**config.mk**
```make
export PLATFORM = sky130hd
export DESIGN_NAME = pointer_cursor_tracker_top
export DESIGN_NICKNAME = d
export VERILOG_FILES = /design/src/design/ptrk_pkg.sv /design/src/design/ptrk_front.sv /design/src/design/ptrk_queue.sv /design/src/design/ptrk_back.sv /design/src/design/pointer_cursor_tracker_top.sv
export VERILOG_INCLUDE_DIRS = /design/src /design/src/design
export SDC_FILE = /design/constraint.sdc
export NUM_CORES = 1
export LEC_CHECK = 0
export ABC_AREA = 1
export ABC_CLOCK_PERIOD_IN_PS = 21300
export BUFFER_PORTS_ARGS = -buffer_cell sky130_fd_sc_hd__buf_2
export CELL_PAD_IN_SITES_DETAIL_PLACEMENT = 1
export CELL_PAD_IN_SITES_GLOBAL_PLACEMENT = 1
export CORE_UTILIZATION = 47
export DETAILED_ROUTE_END_ITERATION = 8
export PLACE_DENSITY = 0.79
export SLEW_MARGIN = 25
export SYNTH_ARGS = -nofsm -noshare
export SYNTH_HDL_FRONTEND = slang
export SYNTH_SLANG_ARGS = --single-unit
```
**constraint.sdc**
```tcl
create_clock -name clock -period 21.3 [get_ports clock]
set_input_delay 1.065 -clock clock [delete_from_list [all_inputs] [get_ports clock]]
set_output_delay 1.065 -clock clock [all_outputs]
set_load 0.05 [all_outputs]
```
**src/design/pointer_cursor_tracker_top_defines.svh**
```systemverilog
// Assertion macros used by the pointer cursor tracker top level.
`ifndef POINTER_CURSOR_TRACKER_TOP_DEFINES_SVH
`define POINTER_CURSOR_TRACKER_TOP_DEFINES_SVH

`ifndef SYNTHESIS
// Checks a property at every rising clock edge outside of reset.
`define PTRK_ASSERT(name, clk, rst, prop) \
   name: assert property (@(posedge clk) disable iff (rst) (prop)) \
      else $error("pointer cursor tracker assertion failed");
// Checks a property at every rising clock edge, reset included.
`define PTRK_ASSERT_ALWAYS(name, clk, prop) \
   name: assert property (@(posedge clk) (prop)) \
      else $error("pointer cursor tracker assertion failed");
`else
`define PTRK_ASSERT(name, clk, rst, prop)
`define PTRK_ASSERT_ALWAYS(name, clk, prop)
`endif

`endif

```
**src/design/ptrk_pkg.sv**
```systemverilog
// Package with the types and constants of the pointer cursor tracker.
package ptrk_pkg;

   // Field widths.
   localparam int TIME_BITS = 16;
   localparam int X_BITS    = 10;
   localparam int Y_BITS    = 8;
   localparam int RAW_BITS  = 8;
   localparam int STEP_BITS = 8;
   localparam int WIN_BITS  = 8;
   localparam int DIR_BITS  = 4;
   localparam int BTN_BITS  = 2;

   // Signed working widths for one axis move before clamping.
   localparam int X_ARITH_BITS = X_BITS + 2;
   localparam int Y_ARITH_BITS = Y_BITS + 2;

   // Stream payload widths.
   localparam int REQ_FIELD_BITS = 2 * RAW_BITS + 3 * BTN_BITS + 2 * DIR_BITS;
   localparam int REQ_DATA_BITS  = ((REQ_FIELD_BITS + 7) / 8) * 8;
   localparam int RSP_FIELD_BITS = 2 * X_BITS - 1 + 2 * Y_BITS - 1 + 8;
   localparam int RSP_DATA_BITS  = ((RSP_FIELD_BITS + 7) / 8) * 8;

   // Configuration port.
   localparam int CSR_IDX_BITS  = 3;
   localparam int CSR_DATA_BITS = X_BITS;

   // Request queue between front and back.
   localparam int QUEUE_DEPTH    = 2;
   localparam int QUEUE_PTR_BITS = 1;
   localparam int QUEUE_CNT_BITS = 2;

   // Direction bit positions in joystick and key direction fields.
   localparam int DIR_UP    = 0;
   localparam int DIR_DOWN  = 1;
   localparam int DIR_LEFT  = 2;
   localparam int DIR_RIGHT = 3;

   // Bit positions in the merged active-low button pair.
   localparam int BTN_LEFT  = 1;
   localparam int BTN_RIGHT = 0;

   // Bit positions in the active-high joystick and key button fields.
   localparam int FIRE_LEFT  = 0;
   localparam int FIRE_RIGHT = 1;

   // Register indexes.
   typedef enum logic [CSR_IDX_BITS-1:0] {
      CSR_NUDGE_STEP,
      CSR_DBL_WINDOW,
      CSR_MAX_X,
      CSR_MAX_Y,
      CSR_START_X,
      CSR_START_Y
   } csr_index_type;

   // Register reset values.
   localparam logic [STEP_BITS-1:0] NUDGE_STEP_RESET = STEP_BITS'(2);
   localparam logic [WIN_BITS-1:0]  DBL_WINDOW_RESET = WIN_BITS'(16);
   localparam logic [X_BITS-1:0]    MAX_X_RESET      = X_BITS'(319);
   localparam logic [Y_BITS-1:0]    MAX_Y_RESET      = Y_BITS'(255);
   localparam logic [X_BITS-1:0]    START_X_RESET    = X_BITS'(290);
   localparam logic [Y_BITS-1:0]    START_Y_RESET    = Y_BITS'(88);

   typedef struct packed {
      logic [STEP_BITS-1:0] nudge_step;
      logic [WIN_BITS-1:0]  dbl_window;
      logic [X_BITS-1:0]    max_x;
      logic [Y_BITS-1:0]    max_y;
      logic [X_BITS-1:0]    start_x;
      logic [Y_BITS-1:0]    start_y;
   } cfg_type;

   // One classified request as it waits in the queue.
   typedef struct packed {
      logic [RAW_BITS-1:0] raw_x;
      logic [RAW_BITS-1:0] raw_y;
      logic [BTN_BITS-1:0] buttons;
      logic [DIR_BITS-1:0] joy_dirs;
      logic [DIR_BITS-1:0] key_dirs;
   } item_type;

   // Button flags, held_l in the lowest bit.
   typedef struct packed {
      logic dbl_r;
      logic dbl_l;
      logic rel_r;
      logic rel_l;
      logic press_r;
      logic press_l;
      logic held_r;
      logic held_l;
   } flags_type;

   typedef struct packed {
      logic [X_BITS-1:0] pos_x;
      logic [Y_BITS-1:0] pos_y;
      flags_type         flags;
   } result_type;

   typedef struct packed {
      logic [QUEUE_CNT_BITS-1:0] count;
      logic                      empty;
      logic                      full;
   } queue_status_type;

endpackage

```
**src/design/ptrk_front.sv**
```systemverilog
// Front end: takes requests, merges the button sources and feeds the queue.
module ptrk_front (
   input  logic                              req_tvalid,
   output logic                              req_tready,
   // req_tdata fields from bit 0: raw_x, raw_y, raw_buttons, joy_dirs,
   // joy_buttons, key_dirs, key_buttons, zero fill
   input  logic [ptrk_pkg::REQ_DATA_BITS-1:0] req_tdata,
   input  ptrk_pkg::queue_status_type        q_status,
   output logic                              push,
   output ptrk_pkg::item_type                push_item
);
   import ptrk_pkg::*;

   logic [RAW_BITS-1:0] raw_x;
   logic [RAW_BITS-1:0] raw_y;
   logic [BTN_BITS-1:0] raw_buttons;
   logic [DIR_BITS-1:0] joy_dirs;
   logic [BTN_BITS-1:0] joy_buttons;
   logic [DIR_BITS-1:0] key_dirs;
   logic [BTN_BITS-1:0] key_buttons;

   // Unpack the request fields.
   assign {key_buttons, key_dirs, joy_buttons, joy_dirs, raw_buttons, raw_y, raw_x} =
      req_tdata[REQ_FIELD_BITS-1:0];

   // Accept whenever the queue has room.
   assign req_tready = !q_status.full;
   assign push       = req_tvalid && !q_status.full;

   // Merge buttons: a joystick or key fire pulls the active-low mouse bit down.
   always_comb begin
      push_item.raw_x    = raw_x;
      push_item.raw_y    = raw_y;
      push_item.joy_dirs = joy_dirs;
      push_item.key_dirs = key_dirs;
      push_item.buttons[BTN_LEFT] = raw_buttons[BTN_LEFT] &
         !joy_buttons[FIRE_LEFT] & !key_buttons[FIRE_LEFT];
      push_item.buttons[BTN_RIGHT] = raw_buttons[BTN_RIGHT] &
         !joy_buttons[FIRE_RIGHT] & !key_buttons[FIRE_RIGHT];
   end

endmodule

```
**src/design/ptrk_queue.sv**
```systemverilog
// Short request queue that decouples the front end from the back end.
module ptrk_queue (
   input  logic                       clock,
   input  logic                       reset,
   input  logic                       push,
   input  ptrk_pkg::item_type         push_item,
   input  logic                       pop,
   output ptrk_pkg::item_type         pop_item,
   output ptrk_pkg::queue_status_type q_status
);
   import ptrk_pkg::*;

   item_type                  entry_ff [QUEUE_DEPTH];
   logic [QUEUE_PTR_BITS-1:0] wr_ptr_ff, wr_ptr_in;
   logic [QUEUE_PTR_BITS-1:0] rd_ptr_ff, rd_ptr_in;
   logic [QUEUE_CNT_BITS-1:0] count_ff, count_in;

   // Pointer and fill count update.
   always_comb begin
      wr_ptr_in = wr_ptr_ff;
      rd_ptr_in = rd_ptr_ff;
      count_in  = count_ff;
      if (push) begin
         wr_ptr_in = wr_ptr_ff + 1'b1;
      end
      if (pop) begin
         rd_ptr_in = rd_ptr_ff + 1'b1;
      end
      if (push && !pop) begin
         count_in = count_ff + 1'b1;
      end else if (pop && !push) begin
         count_in = count_ff - 1'b1;
      end
   end

   always_ff @(posedge clock) begin
      if (reset) begin
         wr_ptr_ff <= '0;
         rd_ptr_ff <= '0;
         count_ff  <= '0;
      end else begin
         wr_ptr_ff <= wr_ptr_in;
         rd_ptr_ff <= rd_ptr_in;
         count_ff  <= count_in;
      end
   end

   // Entry storage needs no reset.
   always_ff @(posedge clock) begin
      if (push) begin
         entry_ff[wr_ptr_ff] <= push_item;
      end
   end

   assign pop_item       = entry_ff[rd_ptr_ff];
   assign q_status.count = count_ff;
   assign q_status.empty = (count_ff == '0);
   assign q_status.full  = (count_ff == QUEUE_CNT_BITS'(QUEUE_DEPTH));

endmodule

```
**src/design/ptrk_back.sv**
```systemverilog
// Back end: moves the cursor, judges the buttons and holds the response.
module ptrk_back (
   input  logic                       clock,
   input  logic                       reset,
   input  ptrk_pkg::cfg_type          cfg,
   input  ptrk_pkg::queue_status_type q_status,
   input  ptrk_pkg::item_type         item,
   output logic                       pop,
   output logic                       rsp_valid,
   input  logic                       rsp_ready,
   output ptrk_pkg::result_type       result
);
   import ptrk_pkg::*;

   logic [X_BITS-1:0]    cursor_x_ff, cursor_x_in;
   logic [Y_BITS-1:0]    cursor_y_ff, cursor_y_in;
   logic [RAW_BITS-1:0]  last_raw_x_ff, last_raw_x_in;
   logic [RAW_BITS-1:0]  last_raw_y_ff, last_raw_y_in;
   logic                 primed_ff, primed_in;
   logic [BTN_BITS-1:0]  last_btn_ff, last_btn_in;
   logic [BTN_BITS-1:0]  older_btn_ff, older_btn_in;
   logic [TIME_BITS-1:0] frame_ff, frame_in;
   logic [TIME_BITS-1:0] click_l_ff, click_l_in;
   logic [TIME_BITS-1:0] click_r_ff, click_r_in;
   flags_type            flags_ff, flags_in;
   logic                 out_valid_ff, out_valid_in;
   result_type           out_ff, out_in;

   // Adds a signed delta to the horizontal position and clamps to 0..hi.
   function automatic logic [X_BITS-1:0] move_x(input logic [X_BITS-1:0] cur,
                                                input logic signed [X_ARITH_BITS-1:0] delta,
                                                input logic [X_BITS-1:0] hi);
      logic signed [X_ARITH_BITS-1:0] sum;
      logic signed [X_ARITH_BITS-1:0] hi_s;
      sum  = signed'({{(X_ARITH_BITS-X_BITS){1'b0}}, cur}) + delta;
      hi_s = signed'({{(X_ARITH_BITS-X_BITS){1'b0}}, hi});
      if (sum < 0) begin
         return '0;
      end else if (sum > hi_s) begin
         return hi;
      end else begin
         return sum[X_BITS-1:0];
      end
   endfunction

   // Adds a signed delta to the vertical position and clamps to 0..hi.
   function automatic logic [Y_BITS-1:0] move_y(input logic [Y_BITS-1:0] cur,
                                                input logic signed [Y_ARITH_BITS-1:0] delta,
                                                input logic [Y_BITS-1:0] hi);
      logic signed [Y_ARITH_BITS-1:0] sum;
      logic signed [Y_ARITH_BITS-1:0] hi_s;
      sum  = signed'({{(Y_ARITH_BITS-Y_BITS){1'b0}}, cur}) + delta;
      hi_s = signed'({{(Y_ARITH_BITS-Y_BITS){1'b0}}, hi});
      if (sum < 0) begin
         return '0;
      end else if (sum > hi_s) begin
         return hi;
      end else begin
         return sum[Y_BITS-1:0];
      end
   endfunction

   logic signed [X_ARITH_BITS-1:0] step_x;
   logic signed [Y_ARITH_BITS-1:0] step_y;
   logic [RAW_BITS-1:0]            dx_raw;
   logic [RAW_BITS-1:0]            dy_raw;
   logic signed [X_ARITH_BITS-1:0] dx;
   logic signed [Y_ARITH_BITS-1:0] dy;
   logic                           mouse_moved;
   logic [X_BITS-1:0]              nx;
   logic [Y_BITS-1:0]              ny;
   logic                           down_l, was_l, down_r, was_r;
   logic                           within_l, within_r;
   logic [TIME_BITS-1:0]           elapsed_l, elapsed_r;
   logic [TIME_BITS-1:0]           window;
   flags_type                      eval_flags;

   // Steps and wrapped mouse deltas.
   assign step_x      = signed'({{(X_ARITH_BITS-STEP_BITS){1'b0}}, cfg.nudge_step});
   assign step_y      = signed'({{(Y_ARITH_BITS-STEP_BITS){1'b0}}, cfg.nudge_step});
   assign dx_raw      = item.raw_x - last_raw_x_ff;
   assign dy_raw      = last_raw_y_ff - item.raw_y;
   assign dx          = signed'({{(X_ARITH_BITS-RAW_BITS){dx_raw[RAW_BITS-1]}}, dx_raw});
   assign dy          = signed'({{(Y_ARITH_BITS-RAW_BITS){dy_raw[RAW_BITS-1]}}, dy_raw});
   assign mouse_moved = (item.raw_x != last_raw_x_ff) || (item.raw_y != last_raw_y_ff);
   assign window      = {{(TIME_BITS-WIN_BITS){1'b0}}, cfg.dbl_window};

   // Cursor chain: joystick, then keys, then mouse, clamped after each move.
   always_comb begin
      nx = cursor_x_ff;
      ny = cursor_y_ff;
      if (item.joy_dirs[DIR_UP])    ny = move_y(ny, -step_y, cfg.max_y);
      if (item.joy_dirs[DIR_DOWN])  ny = move_y(ny, step_y, cfg.max_y);
      if (item.joy_dirs[DIR_LEFT])  nx = move_x(nx, -step_x, cfg.max_x);
      if (item.joy_dirs[DIR_RIGHT]) nx = move_x(nx, step_x, cfg.max_x);
      if (item.key_dirs[DIR_UP])    ny = move_y(ny, -step_y, cfg.max_y);
      if (item.key_dirs[DIR_DOWN])  ny = move_y(ny, step_y, cfg.max_y);
      if (item.key_dirs[DIR_LEFT])  nx = move_x(nx, -step_x, cfg.max_x);
      if (item.key_dirs[DIR_RIGHT]) nx = move_x(nx, step_x, cfg.max_x);
      if (mouse_moved) begin
         nx = move_x(nx, dx, cfg.max_x);
         ny = move_y(ny, dy, cfg.max_y);
      end
   end

   // Button edges against the previous merged value; buttons are active low.
   assign down_l    = !item.buttons[BTN_LEFT];
   assign was_l     = !last_btn_ff[BTN_LEFT];
   assign down_r    = !item.buttons[BTN_RIGHT];
   assign was_r     = !last_btn_ff[BTN_RIGHT];
   assign elapsed_l = frame_ff - click_l_ff;
   assign elapsed_r = frame_ff - click_r_ff;
   assign within_l  = (elapsed_l <= window);
   assign within_r  = (elapsed_r <= window);

   always_comb begin
      eval_flags.held_l  = down_l;
      eval_flags.held_r  = down_r;
      eval_flags.press_l = (down_l != was_l) && down_l;
      eval_flags.press_r = (down_r != was_r) && down_r;
      eval_flags.rel_l   = (down_l != was_l) && !down_l;
      eval_flags.rel_r   = (down_r != was_r) && !down_r;
      eval_flags.dbl_l   = eval_flags.rel_l && within_l;
      eval_flags.dbl_r   = eval_flags.rel_r && within_r;
   end

   // The next request is taken when the response slot is free or draining.
   assign pop = !q_status.empty && (!out_valid_ff || rsp_ready);

   // Frame state update and response register.
   always_comb begin
      cursor_x_in   = cursor_x_ff;
      cursor_y_in   = cursor_y_ff;
      last_raw_x_in = last_raw_x_ff;
      last_raw_y_in = last_raw_y_ff;
      primed_in     = primed_ff;
      last_btn_in   = last_btn_ff;
      older_btn_in  = older_btn_ff;
      frame_in      = frame_ff;
      click_l_in    = click_l_ff;
      click_r_in    = click_r_ff;
      flags_in      = flags_ff;
      out_valid_in  = out_valid_ff && !rsp_ready;
      out_in        = out_ff;
      if (pop) begin
         if (!primed_ff) begin
            // First frame after reset only captures the counters and loads the start position.
            primed_in     = 1'b1;
            last_raw_x_in = item.raw_x;
            last_raw_y_in = item.raw_y;
            cursor_x_in   = cfg.start_x;
            cursor_y_in   = cfg.start_y;
         end else begin
            cursor_x_in = nx;
            cursor_y_in = ny;
            if (mouse_moved) begin
               last_raw_x_in = item.raw_x;
               last_raw_y_in = item.raw_y;
            end
            // Steady buttons keep the previous flags.
            if (!((item.buttons == last_btn_ff) && (item.buttons == older_btn_ff))) begin
               flags_in     = eval_flags;
               older_btn_in = last_btn_ff;
               last_btn_in  = item.buttons;
               if (eval_flags.rel_l && !within_l) click_l_in = frame_ff;
               if (eval_flags.rel_r && !within_r) click_r_in = frame_ff;
            end
            frame_in = frame_ff + 1'b1;
         end
         out_valid_in = 1'b1;
         out_in.pos_x = cursor_x_in;
         out_in.pos_y = cursor_y_in;
         out_in.flags = flags_in;
      end
   end

   always_ff @(posedge clock) begin
      if (reset) begin
         cursor_x_ff   <= START_X_RESET;
         cursor_y_ff   <= START_Y_RESET;
         last_raw_x_ff <= '0;
         last_raw_y_ff <= '0;
         primed_ff     <= 1'b0;
         last_btn_ff   <= '0;
         older_btn_ff  <= '0;
         frame_ff      <= '0;
         click_l_ff    <= '0;
         click_r_ff    <= '0;
         flags_ff      <= '0;
         out_valid_ff  <= 1'b0;
      end else begin
         cursor_x_ff   <= cursor_x_in;
         cursor_y_ff   <= cursor_y_in;
         last_raw_x_ff <= last_raw_x_in;
         last_raw_y_ff <= last_raw_y_in;
         primed_ff     <= primed_in;
         last_btn_ff   <= last_btn_in;
         older_btn_ff  <= older_btn_in;
         frame_ff      <= frame_in;
         click_l_ff    <= click_l_in;
         click_r_ff    <= click_r_in;
         flags_ff      <= flags_in;
         out_valid_ff  <= out_valid_in;
      end
   end

   // Response payload needs no reset.
   always_ff @(posedge clock) begin
      out_ff <= out_in;
   end

   assign rsp_valid = out_valid_ff;
   assign result    = out_ff;

endmodule

```
**src/design/pointer_cursor_tracker_top.sv**
```systemverilog
// Top level of the pointer cursor tracker: register file, front, queue and back.
//
// Each request on the req_ stream is one video frame: raw mouse counters, mouse
// buttons, and joystick and key direction and fire bits. Each request gives
// exactly one response on the rsp_ stream with the clamped cursor position, its
// halves and the held, pressed, released and double-click button flags.
// Registers are written on the csr_ port (write enable, index, data); the user must
// write them only while the block is idle, which the block itself does not enforce.
// Indexes past the last register are ignored. When the block is empty, an accepted
// request is written into the queue and then into the response register, which
// raises rsp_tvalid. One request per cycle is sustained while rsp_tready stays high;
// the back end updates the cursor and button state as it takes each frame.
// A two-entry queue separates the front end from the back end, and the response
// sits in an output register, so a new request is accepted while a response
// still waits. When the receiver stalls, the response holds, the queue fills and
// req_tready drops once both entries are taken.
// Reset (synchronous, active high) restores the register defaults, empties the
// queue and clears the frame state; the first frame after reset only captures
// the mouse counters and reports the start position.
`include "pointer_cursor_tracker_top_defines.svh"

module pointer_cursor_tracker_top (
   input  logic                               clock,
   input  logic                               reset,
   input  logic                               req_tvalid,
   output logic                               req_tready,
   // req_tdata fields from bit 0: raw_x, raw_y, raw_buttons, joy_dirs,
   // joy_buttons, key_dirs, key_buttons, zero fill
   input  logic [ptrk_pkg::REQ_DATA_BITS-1:0] req_tdata,
   output logic                               rsp_tvalid,
   input  logic                               rsp_tready,
   // rsp_tdata fields from bit 0: pos_x, pos_y, half_x, half_y, held_left,
   // held_right, pressed_left, pressed_right, released_left, released_right,
   // double_left, double_right, zero fill
   output logic [ptrk_pkg::RSP_DATA_BITS-1:0] rsp_tdata,
   input  logic                               csr_wr_en,
   input  logic [ptrk_pkg::CSR_IDX_BITS-1:0]  csr_index,
   input  logic [ptrk_pkg::CSR_DATA_BITS-1:0] csr_wdata
);
   import ptrk_pkg::*;

   cfg_type          cfg_ff, cfg_in;
   queue_status_type q_status;
   logic             push;
   logic             pop;
   item_type         push_item;
   item_type         pop_item;
   result_type       result;

   // Register file.
   always_comb begin
      cfg_in = cfg_ff;
      if (csr_wr_en) begin
         case (csr_index_type'(csr_index))
            CSR_NUDGE_STEP: cfg_in.nudge_step = csr_wdata[STEP_BITS-1:0];
            CSR_DBL_WINDOW: cfg_in.dbl_window = csr_wdata[WIN_BITS-1:0];
            CSR_MAX_X:      cfg_in.max_x      = csr_wdata[X_BITS-1:0];
            CSR_MAX_Y:      cfg_in.max_y      = csr_wdata[Y_BITS-1:0];
            CSR_START_X:    cfg_in.start_x    = csr_wdata[X_BITS-1:0];
            CSR_START_Y:    cfg_in.start_y    = csr_wdata[Y_BITS-1:0];
            default:        cfg_in = cfg_ff;
         endcase
      end
   end

   always_ff @(posedge clock) begin
      if (reset) begin
         cfg_ff.nudge_step <= NUDGE_STEP_RESET;
         cfg_ff.dbl_window <= DBL_WINDOW_RESET;
         cfg_ff.max_x      <= MAX_X_RESET;
         cfg_ff.max_y      <= MAX_Y_RESET;
         cfg_ff.start_x    <= START_X_RESET;
         cfg_ff.start_y    <= START_Y_RESET;
      end else begin
         cfg_ff <= cfg_in;
      end
   end

   ptrk_front u_front (
      .req_tvalid (req_tvalid),
      .req_tready (req_tready),
      .req_tdata  (req_tdata),
      .q_status   (q_status),
      .push       (push),
      .push_item  (push_item)
   );

   ptrk_queue u_queue (
      .clock     (clock),
      .reset     (reset),
      .push      (push),
      .push_item (push_item),
      .pop       (pop),
      .pop_item  (pop_item),
      .q_status  (q_status)
   );

   ptrk_back u_back (
      .clock     (clock),
      .reset     (reset),
      .cfg       (cfg_ff),
      .q_status  (q_status),
      .item      (pop_item),
      .pop       (pop),
      .rsp_valid (rsp_tvalid),
      .rsp_ready (rsp_tready),
      .result    (result)
   );

   // Pack the response.
   assign rsp_tdata = {{(RSP_DATA_BITS-RSP_FIELD_BITS){1'b0}},
                       result.flags,
                       result.pos_y[Y_BITS-1:1],
                       result.pos_x[X_BITS-1:1],
                       result.pos_y,
                       result.pos_x};

   // The response to a request into an empty block is offered once it passes the queue and the response register.
   `PTRK_ASSERT(a_empty_latency, clock, reset,
      (req_tvalid && req_tready && q_status.empty && !rsp_tvalid) |-> ##2 rsp_tvalid)

   // The queue grows by one on a push without a pop.
   `PTRK_ASSERT(a_queue_grows, clock, reset,
      (push && !pop) |=> (q_status.count == $past(q_status.count) + 1'b1))

   // A double click is always a release of the same button.
   `PTRK_ASSERT(a_double_is_release, clock, reset,
      rsp_tvalid |-> ((!result.flags.dbl_l || result.flags.rel_l) &&
                      (!result.flags.dbl_r || result.flags.rel_r)))

   // No button is reported pressed and released in the same frame.
   `PTRK_ASSERT(a_press_or_release, clock, reset,
      rsp_tvalid |-> (!(result.flags.press_l && result.flags.rel_l) &&
                      !(result.flags.press_r && result.flags.rel_r)))

endmodule

```
# --- Word-level counts from Yosys, hierarchy flattened ---
# Memory sizes are Yosys's and may differ from the RTL's. A register that Yosys moved wholly into a read port is not among the register bits.
# Index checks and enable logic that the tools add are counted.
totals:
  wordCells: 191
  mem_count: 1
  latchBits: 0
  regBits: 178
  ramBits: 52
  input_bits: 50
  rom_bits: 0
mem_list:
  columns: ["name", "words", "word_bits", "rd", "rd_clocked_by_memory_dff", "write_ports", "line", "source"]
  rows:
  - ["u_queue.entry_ff", 2, 26, 1, 1, 1, "ptrk_queue.sv:13", "item_type entry_ff [QUEUE_DEPTH];"]
classes:
  mux: 45
  n_bitwise: 5
  reduce_logical: 46
  addsub: 21
  multipliers: 0
  n_eq_ne: 13
  div: 0
  shift: 0
  order_cmp: 22
ops:
  columns: ["cell", "count"]
  rows:
  - ["$mux W8", 22]
  - ["$mux W10", 16]
  - ["$gt A12 B11 Y1", 5]
  - ["$lt A12 B1 Y1 const B", 5]
  - ["$gt A10 B9 Y1", 5]
  - ["$lt A10 B1 Y1 const B", 5]
  - ["$le A16 B8 Y1", 2]
  - ["$sub A16 B16 Y16", 2]
  - ["$add A11 B12 Y12", 2]
  - ["$add A10 B8 Y11", 2]
  - ["$add A9 B10 Y10", 2]
  - ["$add A8 B8 Y9", 2]
  - ["$add A16 B1 Y16 const B", 1]
  - ["$logic_not A1 Y1", 16]
  - ["$ne A8 B8 Y1", 2]
  - ["$reduce_and A2 Y1", 8]
  - ["$sub A8 B8 Y8", 2]
  - ["$logic_and A1 B1 Y1", 14]
  - ["$add A11 B8 Y12", 1]
  - ["$neg A8 Y12", 1]
  - ["$add A9 B8 Y10", 1]
  - ["$neg A8 Y10", 1]
  - ["$reduce_and A4 Y1", 2]
  - ["$eq A3 B2 Y1 const B", 2]
  - ["18 further kinds", 31]

# --- Logic depth before layout (Yosys ltp) ---
# Gate-level depths: netlist (run 1).
logic_depth:
  ltp_word: 27
  ltp_mapped: 116

# --- Cells and area by module ---
# Synthesis (run 1) repeated with hierarchy kept, for this count alone.
hier_totals:
  hier_cells: 2774
  area_unflattened_um2: 20053.0
modules_own_cells:
  columns: ["module", "n_inst", "cells_per_inst", "area_each_um2", "seq_area_each_um2"]
  rows:
  - ["ptrk_back", 1, 2320, 15452.3, 2702.6]
  - ["ptrk_queue", 1, 114, 2207.1, 1661.6]
  - ["pointer_cursor_tracker_top", 1, 307, 2174.6, 1041.0]
  - ["ptrk_front", 1, 33, 219.0, 0.0]

# --- Worst setup path before layout (run 1) ---
# No wires, ideal clock.
synth_timing:
  path_type: "reg2reg"
  from: "reg cfg_ff[45] (netlist name)"
  to: "reg u_back.out_ff (netlist bit u_back.result[19]), data pin"
  path_slack_ns: 6.408
  t_arrival_ns: 14.638
  synth_period_minus_slack_ns: 14.892
  path_stages_with_launch: 104
  cell_sequence: "dfxtp_1 > inv_1 > ha_1 > nand2_2 > xor2_1 > inv_1 > ha_1 > a21oi_1 > nor2_1 > nor2_1 > nand2_2 > xor2_1 > ha_1 > a21o_1 > nor2_1 > nand2_1 > nand2_1 > nand2_1 > [... 68 more ...] > fa_1 > o221ai_1 > a21o_1 > nand2_1 > nand2_1 > xor2_1 > inv_1 > ha_1 > nand3_1 > o31ai_1 > nand3_1 > nand2_1 > buf_2 > nand2_1 > o211ai_1 > o21ai_0 > inv_1 > nand2_1"
synth_between:
  elab_chain_cells: 27
  elab_cells_between_ends: 32
  cone_classes: "add/sub (6); order compare (10); mux (16)"
synth_rtl:
  columns: ["element", "line", "source"]
  rows:
  - ["start, declared", "pointer_cursor_tracker_top.sv:42", "cfg_type cfg_ff, cfg_in;"]
  - ["start signal, assigned", "pointer_cursor_tracker_top.sv:75", "cfg_ff <= cfg_in;"]
  - ["$neg A8 Y12", "ptrk_back.sv:94, ptrk_back.sv:98", null]
  - ["$add A11 B12 Y12", "ptrk_back.sv:35", "sum = signed'({{(X_ARITH_BITS-X_BITS){1'b0}}, cur}) + delta;"]
  - ["$gt A12 B11 Y1", "ptrk_back.sv:39", "end else if (sum > hi_s) begin"]
  - ["$mux W10", "ptrk_back.sv:39", null]
  - ["$mux W10", "ptrk_back.sv:37", "if (sum < 0) begin"]
  - ["$mux W10", "ptrk_back.sv:94", "if (item.joy_dirs[DIR_LEFT]) nx = move_x(nx, -step_x, cfg.max_x);"]
  - ["$add A10 B8 Y11", "ptrk_back.sv:35", null]
  - ["$gt A12 B11 Y1", "ptrk_back.sv:39", null]
  - ["[... 11 more ...]", null, null]
  - ["$mux W10", "ptrk_back.sv:37", null]
  - ["$mux W10 (*)", "ptrk_back.sv:99", "if (item.key_dirs[DIR_RIGHT]) nx = move_x(nx, step_x, cfg.max_x);"]
  - ["$add A11 B8 Y12", "ptrk_back.sv:35", null]
  - ["$gt A12 B11 Y1", "ptrk_back.sv:39", null]
  - ["$mux W10", "ptrk_back.sv:39", null]
  - ["$mux W10", "ptrk_back.sv:37", null]
  - ["$mux W10 (*)", "ptrk_back.sv:100", "if (mouse_moved) begin"]
  - ["$mux W10 (*)", "ptrk_back.sv:146", "if (!primed_ff) begin"]
  - ["end signal, assigned", "ptrk_back.sv:209", "out_ff <= out_in;"]
  - ["end, declared", "ptrk_back.sv:27", "result_type out_ff, out_in;"]
# Mark *: on every way between the ends. The rest lies on a longest branch, timed or not.
# A chain may end at the register's enable or synchronous reset.

# --- Worst setup path after layout (run 1) ---
layout_timing:
  from: "reg cfg_ff[45] (netlist name)"
  to: "reg u_back.out_ff (netlist bit u_back.result[18]), data pin"
# The elaborated chain is that of the path after synthesis.

==> results.cfg, run 1 <==
[synthesis]
synth_area_mm2 = 0.0195
postSynthCellCount = 2667
avgSynthCellArea_um2 = 7.30
ys_ff_latch = 231
synth.distinct_cells = 63
yosys-top-cells-area = ha_1, dfxtp_1, edfxtp_1
seq_area_frac_synth = 0.277
synth_edf_count = 78
synth_top_cell_by_area = ha_1
synth_top_area_share = 0.159
ys.flop_type = dfxtp_1
ys_async_sr_fraction = 0
yosysWarnings = 0

[cts]
htree_levels = 1
post-cts-setup-buffer-count = 0
cts_resized = 0
cts_tree = built
path_clk_slew_ns = 0.06
cts.sinks = 231
postCtsHoldBufs = 0
cts-root-buf = clkbuf_16
clk_path_buf_depth = 3
numCtsBuffers = 29
worst_skew_pair.late_latency_ns = 0.58

[floorplan]
rows = 74
die_area_mm2 = 0.0423
die_y_um = 206
io_pins = 100
core_area_mm2 = 0.0408
start_util = 0.477
fp.dieW_um = 206

[sta]
rsz0062_at_grt = no
setup_viol = 0
min_period_ns = 18.68
tightest_slew_ns = 0.993
maxSlewHeadroom = 0.335
slew_violations = 0
fmax_mhz = 53.5
period_share = 0.877
finClkSkew_ns = 0.0132
hold_viol_final = 0
fin_setup_tns_ns = 0

[detailed_routing]
wl_per_cell_um = 19.1
wl_um = 62700
via_per_inst = 5.57
via_count = 18300
first_iter_violations = 872
drc = 0
first_pass_iters = 5
postRouteAntennaNets = 0

[hold_path]
holdPathStages = 2
min_from = u_back.last_raw_y_ff[0]
hold_class = flop to flop
min_to = u_back.last_raw_y_ff[0]

[setup_path]
cp-end-kind = flop
arrival_ns = 18.96
cp_top_family = compound AO/OA/AOI/OAI gates
cpMostUsedCell = nand2_1
r2r_cells = 100
r2r_start = cfg_ff[45]
worst_path_max_delay_cell = dfxtp_1
start_kind = flop
reg2reg_slack_ns = 2.62
max_stage_delay_ns = 0.72
timing.rr.end = u_back.result[18]
cp.depth = 100
path_buf_inv = 13
critical_path_class = flop to flop
cp_max_fo = 20
cp.required_ns = 21.59

[placement]
dp.cells = 3226
portBuffers = 91
gp_congestion = 0.887
hpwl_um = 49600

[global_route]
grt_antenna_before_repair = 8
track_usage = 0.299
grt_overflow = 0
grt_pass1_vias = 19100
grt_pass1_wl_um = 99400
grt_max_degree = 57

[final_layout]
drive_gt1_frac = 0.0771
synthToLayoutAreaGrowth_pct = 8.92
fin_cells = 3282
fin_nets = 3036

[run]
cap_violations = 0

[outcome]
status = complete, no violations
==> synth_stat cells, types with 9 or more instances <==
library cell,number
nand2_1,500
and2_1,9
nor3_1,14
a21o_1,11
nand3_1,154
clkbuf_1,38
nand2_2,12
fa_1,14
buf_4,22
or2_1,11
dfxtp_1,153
o21ai_1,28
o211ai_1,48
o21bai_1,23
buf_2,20
nor2_1,165
nand3_2,10
edfxtp_1,78
inv_1,422
ha_1,247
a211oi_1,17
o221ai_1,9
a21oi_1,242
nand4_1,18
o21ai_0,181
mux2i_1,9
xnor2_1,22
xor2_1,93
==> layout by cell type (no fill, tap or decap), drive strengths merged, types with 5 or more instances in the layout <==
| cell type | count |
|---|---|
| clkinv | 11 |
| inv | 435 |
| o21a | 5 |
| o31ai | 6 |
| or2 | 15 |
| o2111ai | 7 |
| nand4 | 19 |
| nand2 | 518 |
| xor2 | 93 |
| mux2i | 9 |
| nand3 | 167 |
| a21o | 11 |
| o21ai | 211 |
| dfxtp | 153 |
| o221ai | 9 |
| and2 | 9 |
| nor4 | 6 |
| buf | 104 |
| fa | 14 |
| ha | 247 |
| a31oi | 7 |
| conb | 6 |
| xnor2 | 22 |
| a211oi | 17 |
| nor2 | 172 |
| edfxtp | 78 |
| nor3 | 15 |
| o211ai | 48 |
| clkbuf | 39 |
| o21bai | 23 |
| a21oi | 243 |
==> worst max-delay path by stage <==
stage                                       end  startpoint  slack (ns)
after floorplan               u_back.result[19]  cfg_ff[45]        6.41
after global placement        u_back.result[18]  cfg_ff[45]        3.19
after detailed placement      u_back.result[18]  cfg_ff[45]        2.88
after CTS                     u_back.result[18]  cfg_ff[45]        2.75
after global routing      u_back.cursor_x_ff[2]  cfg_ff[45]        1.18
final                         u_back.result[18]  cfg_ff[45]        2.62
==> kinds of logic after synthesis <==
| family | synth area share |
|---|---|
| buffers and inverters | 0.106 |
| muxes | 0.00463 |
| xor gates and xnor gates | 0.0517 |
| and+or+nand+nor | 0.210 |
| AOI/OAI and AO/OA | 0.177 |
| DFF | 0.277 |
| other | 0.000193 |
| adders and majority gates | 0.173 |
==> worst min-delay path: cells and delay by family, from the launching register on <==
kind / cells / cell delay [ns]
flip-flops: 1 / 0.30
buffers and inverters: 1 / 0.06
AO/OA/AOI/OAI: 1 / 0.05
==> per-layer routing <==
metal	share of wire	global-route usage
met1	0.44	0.367
met2	0.47	0.521
met3	0.041	0.0398
met4	0.043	0.128
met5	0.0012	0
==> final cells by class <==
class                           count  area, um^2
Fill cell                        5278       19600
Clock inverter                     15         146
Clock buffer                       39         763
Tap cell                          532         666
Timing Repair Buffer              104         553
Antenna cell                        2        5.00
Inverter                          437        1650
Multi-Input combinational cell   1922       12000
Sequential cell                   231        5410
==> sequential cells by signal (all words and copies together), names as in the netlist, named ones only <==
| signal | cells |
|---|---|
| u_queue.rd_ptr_ff | 1 |
| u_back.cursor_y_ff | 8 |
| u_back.primed_ff | 1 |
| u_back.rsp_valid | 1 |
| u_back.older_btn_ff | 2 |
| u_back.result | 26 |
| cfg_ff | 52 |
| u_back.last_raw_y_ff | 8 |
| u_queue.count_ff | 2 |
| u_back.cursor_x_ff | 10 |
| u_back.last_raw_x_ff | 8 |
| u_back.frame_ff | 16 |
| u_queue.entry_ff | 52 |
| u_back.flags_ff | 8 |
| u_back.click_r_ff | 16 |
| u_back.click_l_ff | 16 |
| u_back.last_btn_ff | 2 |
| u_queue.wr_ptr_ff | 1 |
==> per-stage QoR <==
step,area [um^2],worst slack (ns),hold WS [ns],util
after global routing,21200,1.18,0.474,0.519
after global placement,20300,3.19,0.435,0.497
after CTS,21200,2.75,0.463,0.519
after detailed placement,20300,2.88,0.452,0.497
after floorplan,19500,6.41,0.426,-
final,21200,2.62,0.457,0.520
Power of run 1 is not shown: default switching activity piles up to over one toggle a cycle in this logic, so the estimate is an artifact.
==> run 2, diff against run 1 <==
Settings changed: CORE_ASPECT_RATIO set to 1.1.
==> run 2 against run 1 <==
Effect of this change:
- die area is essentially flat
- register-to-register slack gained 0.20 ns
- hold slack better by 0.0016 ns
- highest routed layer unchanged
==> results.cfg, run 2 (same netlist as run 1, synthesis figures left out) <==
[detailed_routing]
postRouteAntennaNets = 0
wl_per_cell_um = 19.2
via_per_inst = 5.56
first_pass_iters = 5
via_count = 18300
drc = 0
first_iter_violations = 820
wl_um = 63300

[sta]
finClkSkew_ns = 0.0294
period_share = 0.867
tightest_slew_ns = 0.996
slew_violations = 0
rsz0062_at_grt = no
fin_setup_tns_ns = 0
min_period_ns = 18.47
hold_viol_final = 0
setup_viol = 0
maxSlewHeadroom = 0.332
fmax_mhz = 54.1

[placement]
gp_congestion = 0.963
dpl-instance-area_mm2 = 0.0203
portBuffers = 91
dp.cells = 3248
hpwl_um = 49900

[cts]
postCtsHoldBufs = 0
worst_skew_pair.late_latency_ns = 0.59
cts_tree = built
cts_resized = 0
clk_path_buf_depth = 3
numCtsBuffers = 27
htree_levels = 1
post-cts-setup-buffer-count = 0
cts-root-buf = clkbuf_16
path_clk_slew_ns = 0.06
cts.sinks = 231

[global_route]
grt_max_degree = 66
grt_overflow = 0
grt_pass1_wl_um = 101000
grt_pass1_vias = 19000
grt_antenna_before_repair = 2
track_usage = 0.300

[final_layout]
final_common_cell = nand2_1
nFillCells = 5175
insertedDiodeCount = 0
final_cell_mix = nand2_1, inv_1, ha_1
final_area_mm2 = 0.0212
synthToLayoutAreaGrowth_pct = 8.79
drive_gt1_frac = 0.0791
fin_cells = 3298
fin_nets = 3035

[floorplan]
fp.dieW_um = 196
io_pins = 100
rows = 77
die_area_mm2 = 0.0423
core_area_mm2 = 0.0406
die_y_um = 216
start_util = 0.480

[hold_path]
min_from = u_back.click_l_ff[12]
hold_class = flop to flop
holdPathStages = 2
min_to = u_back.click_l_ff[12]

[setup_path]
max_stage_delay_ns = 0.76
cp.required_ns = 21.71
critical_path_class = flop to flop
reg2reg_slack_ns = 2.83
timing.rr.end = u_back.result[18]
r2r_start = cfg_ff[45]
worst_path_max_delay_cell = dfxtp_1
r2r_cells = 102
arrival_ns = 18.88
cpMostUsedCell = nand2_1
cp_max_fo = 20
start_kind = flop
cp-end-kind = flop

[run]
cap_violations = 0

[outcome]
status = complete, no violations
[run 2: cell count changes in the layout (fill, tap and decap cells not counted), sizes merged]
cell	previous run	this run
clkinvlp	4	2
diode	2	0
bufinv	2	1
clkinv	11	15
clkbuf	39	33
buf	104	105
inv	435	436
[run 2: per-layer routing]
| layer | vias to the layer above | wire length, um | global-route usage |
|---|---|---|---|
| met5 | - | 23 | 0 |
| met4 | 4 | 2680 | 0.122 |
| met3 | 137 | 2190 | 0.0327 |
| met2 | 340 | 30900 | 0.538 |
| met1 | 8873 | 27500 | 0.364 |
| li1 | 8973 | - | - |
[run 2: area by class of cell]
type / instances / area, um^2 / share of cell area
Sequential cell: 231 / 5410 / 0.255
Tap cell: 553 / 692 / 0.0327
Timing Repair Buffer: 105 / 561 / 0.0265
Clock inverter: 17 / 128 / 0.00602
Clock buffer: 33 / 728 / 0.0344
Inverter: 437 / 1650 / 0.0776
Multi-Input combinational cell: 1922 / 12000 / 0.568
[run 2: worst max-delay path by stage]
stage,start,end,slack (ns),cells after the start
after detailed placement,cfg_ff[45],u_back.result[18],3.10,101
after CTS,cfg_ff[45],u_back.result[18],3.00,101
final,cfg_ff[45],u_back.result[18],2.83,102
after floorplan,cfg_ff[45],u_back.result[19],6.41,103
after global routing,cfg_ff[45],u_back.result[18],1.24,104
after global placement,cfg_ff[45],u_back.result[18],3.53,98
[run 2: stage by stage]
stage	worst slack [ns]	hold slack (ns)	util
after floorplan	6.41	0.426	-
after global placement	3.53	0.437	0.501
after detailed placement	3.10	0.449	0.501
after CTS	3.00	0.463	0.522
after global routing	1.24	0.479	0.522
final	2.83	0.458	0.522
[run 2: worst max-delay path: cells and delay by family (launching register included)]
family                     cells  cell delay (ns)
buffers and inverters         13             1.58
adders and majority gates     15             4.66
DFF                            1             0.76
xor gates and xnor gates       5             0.99
and+or+nand+nor               37             4.49
AOI/OAI and AO/OA             32             5.75
Power of run 2 is left out for the same reason.
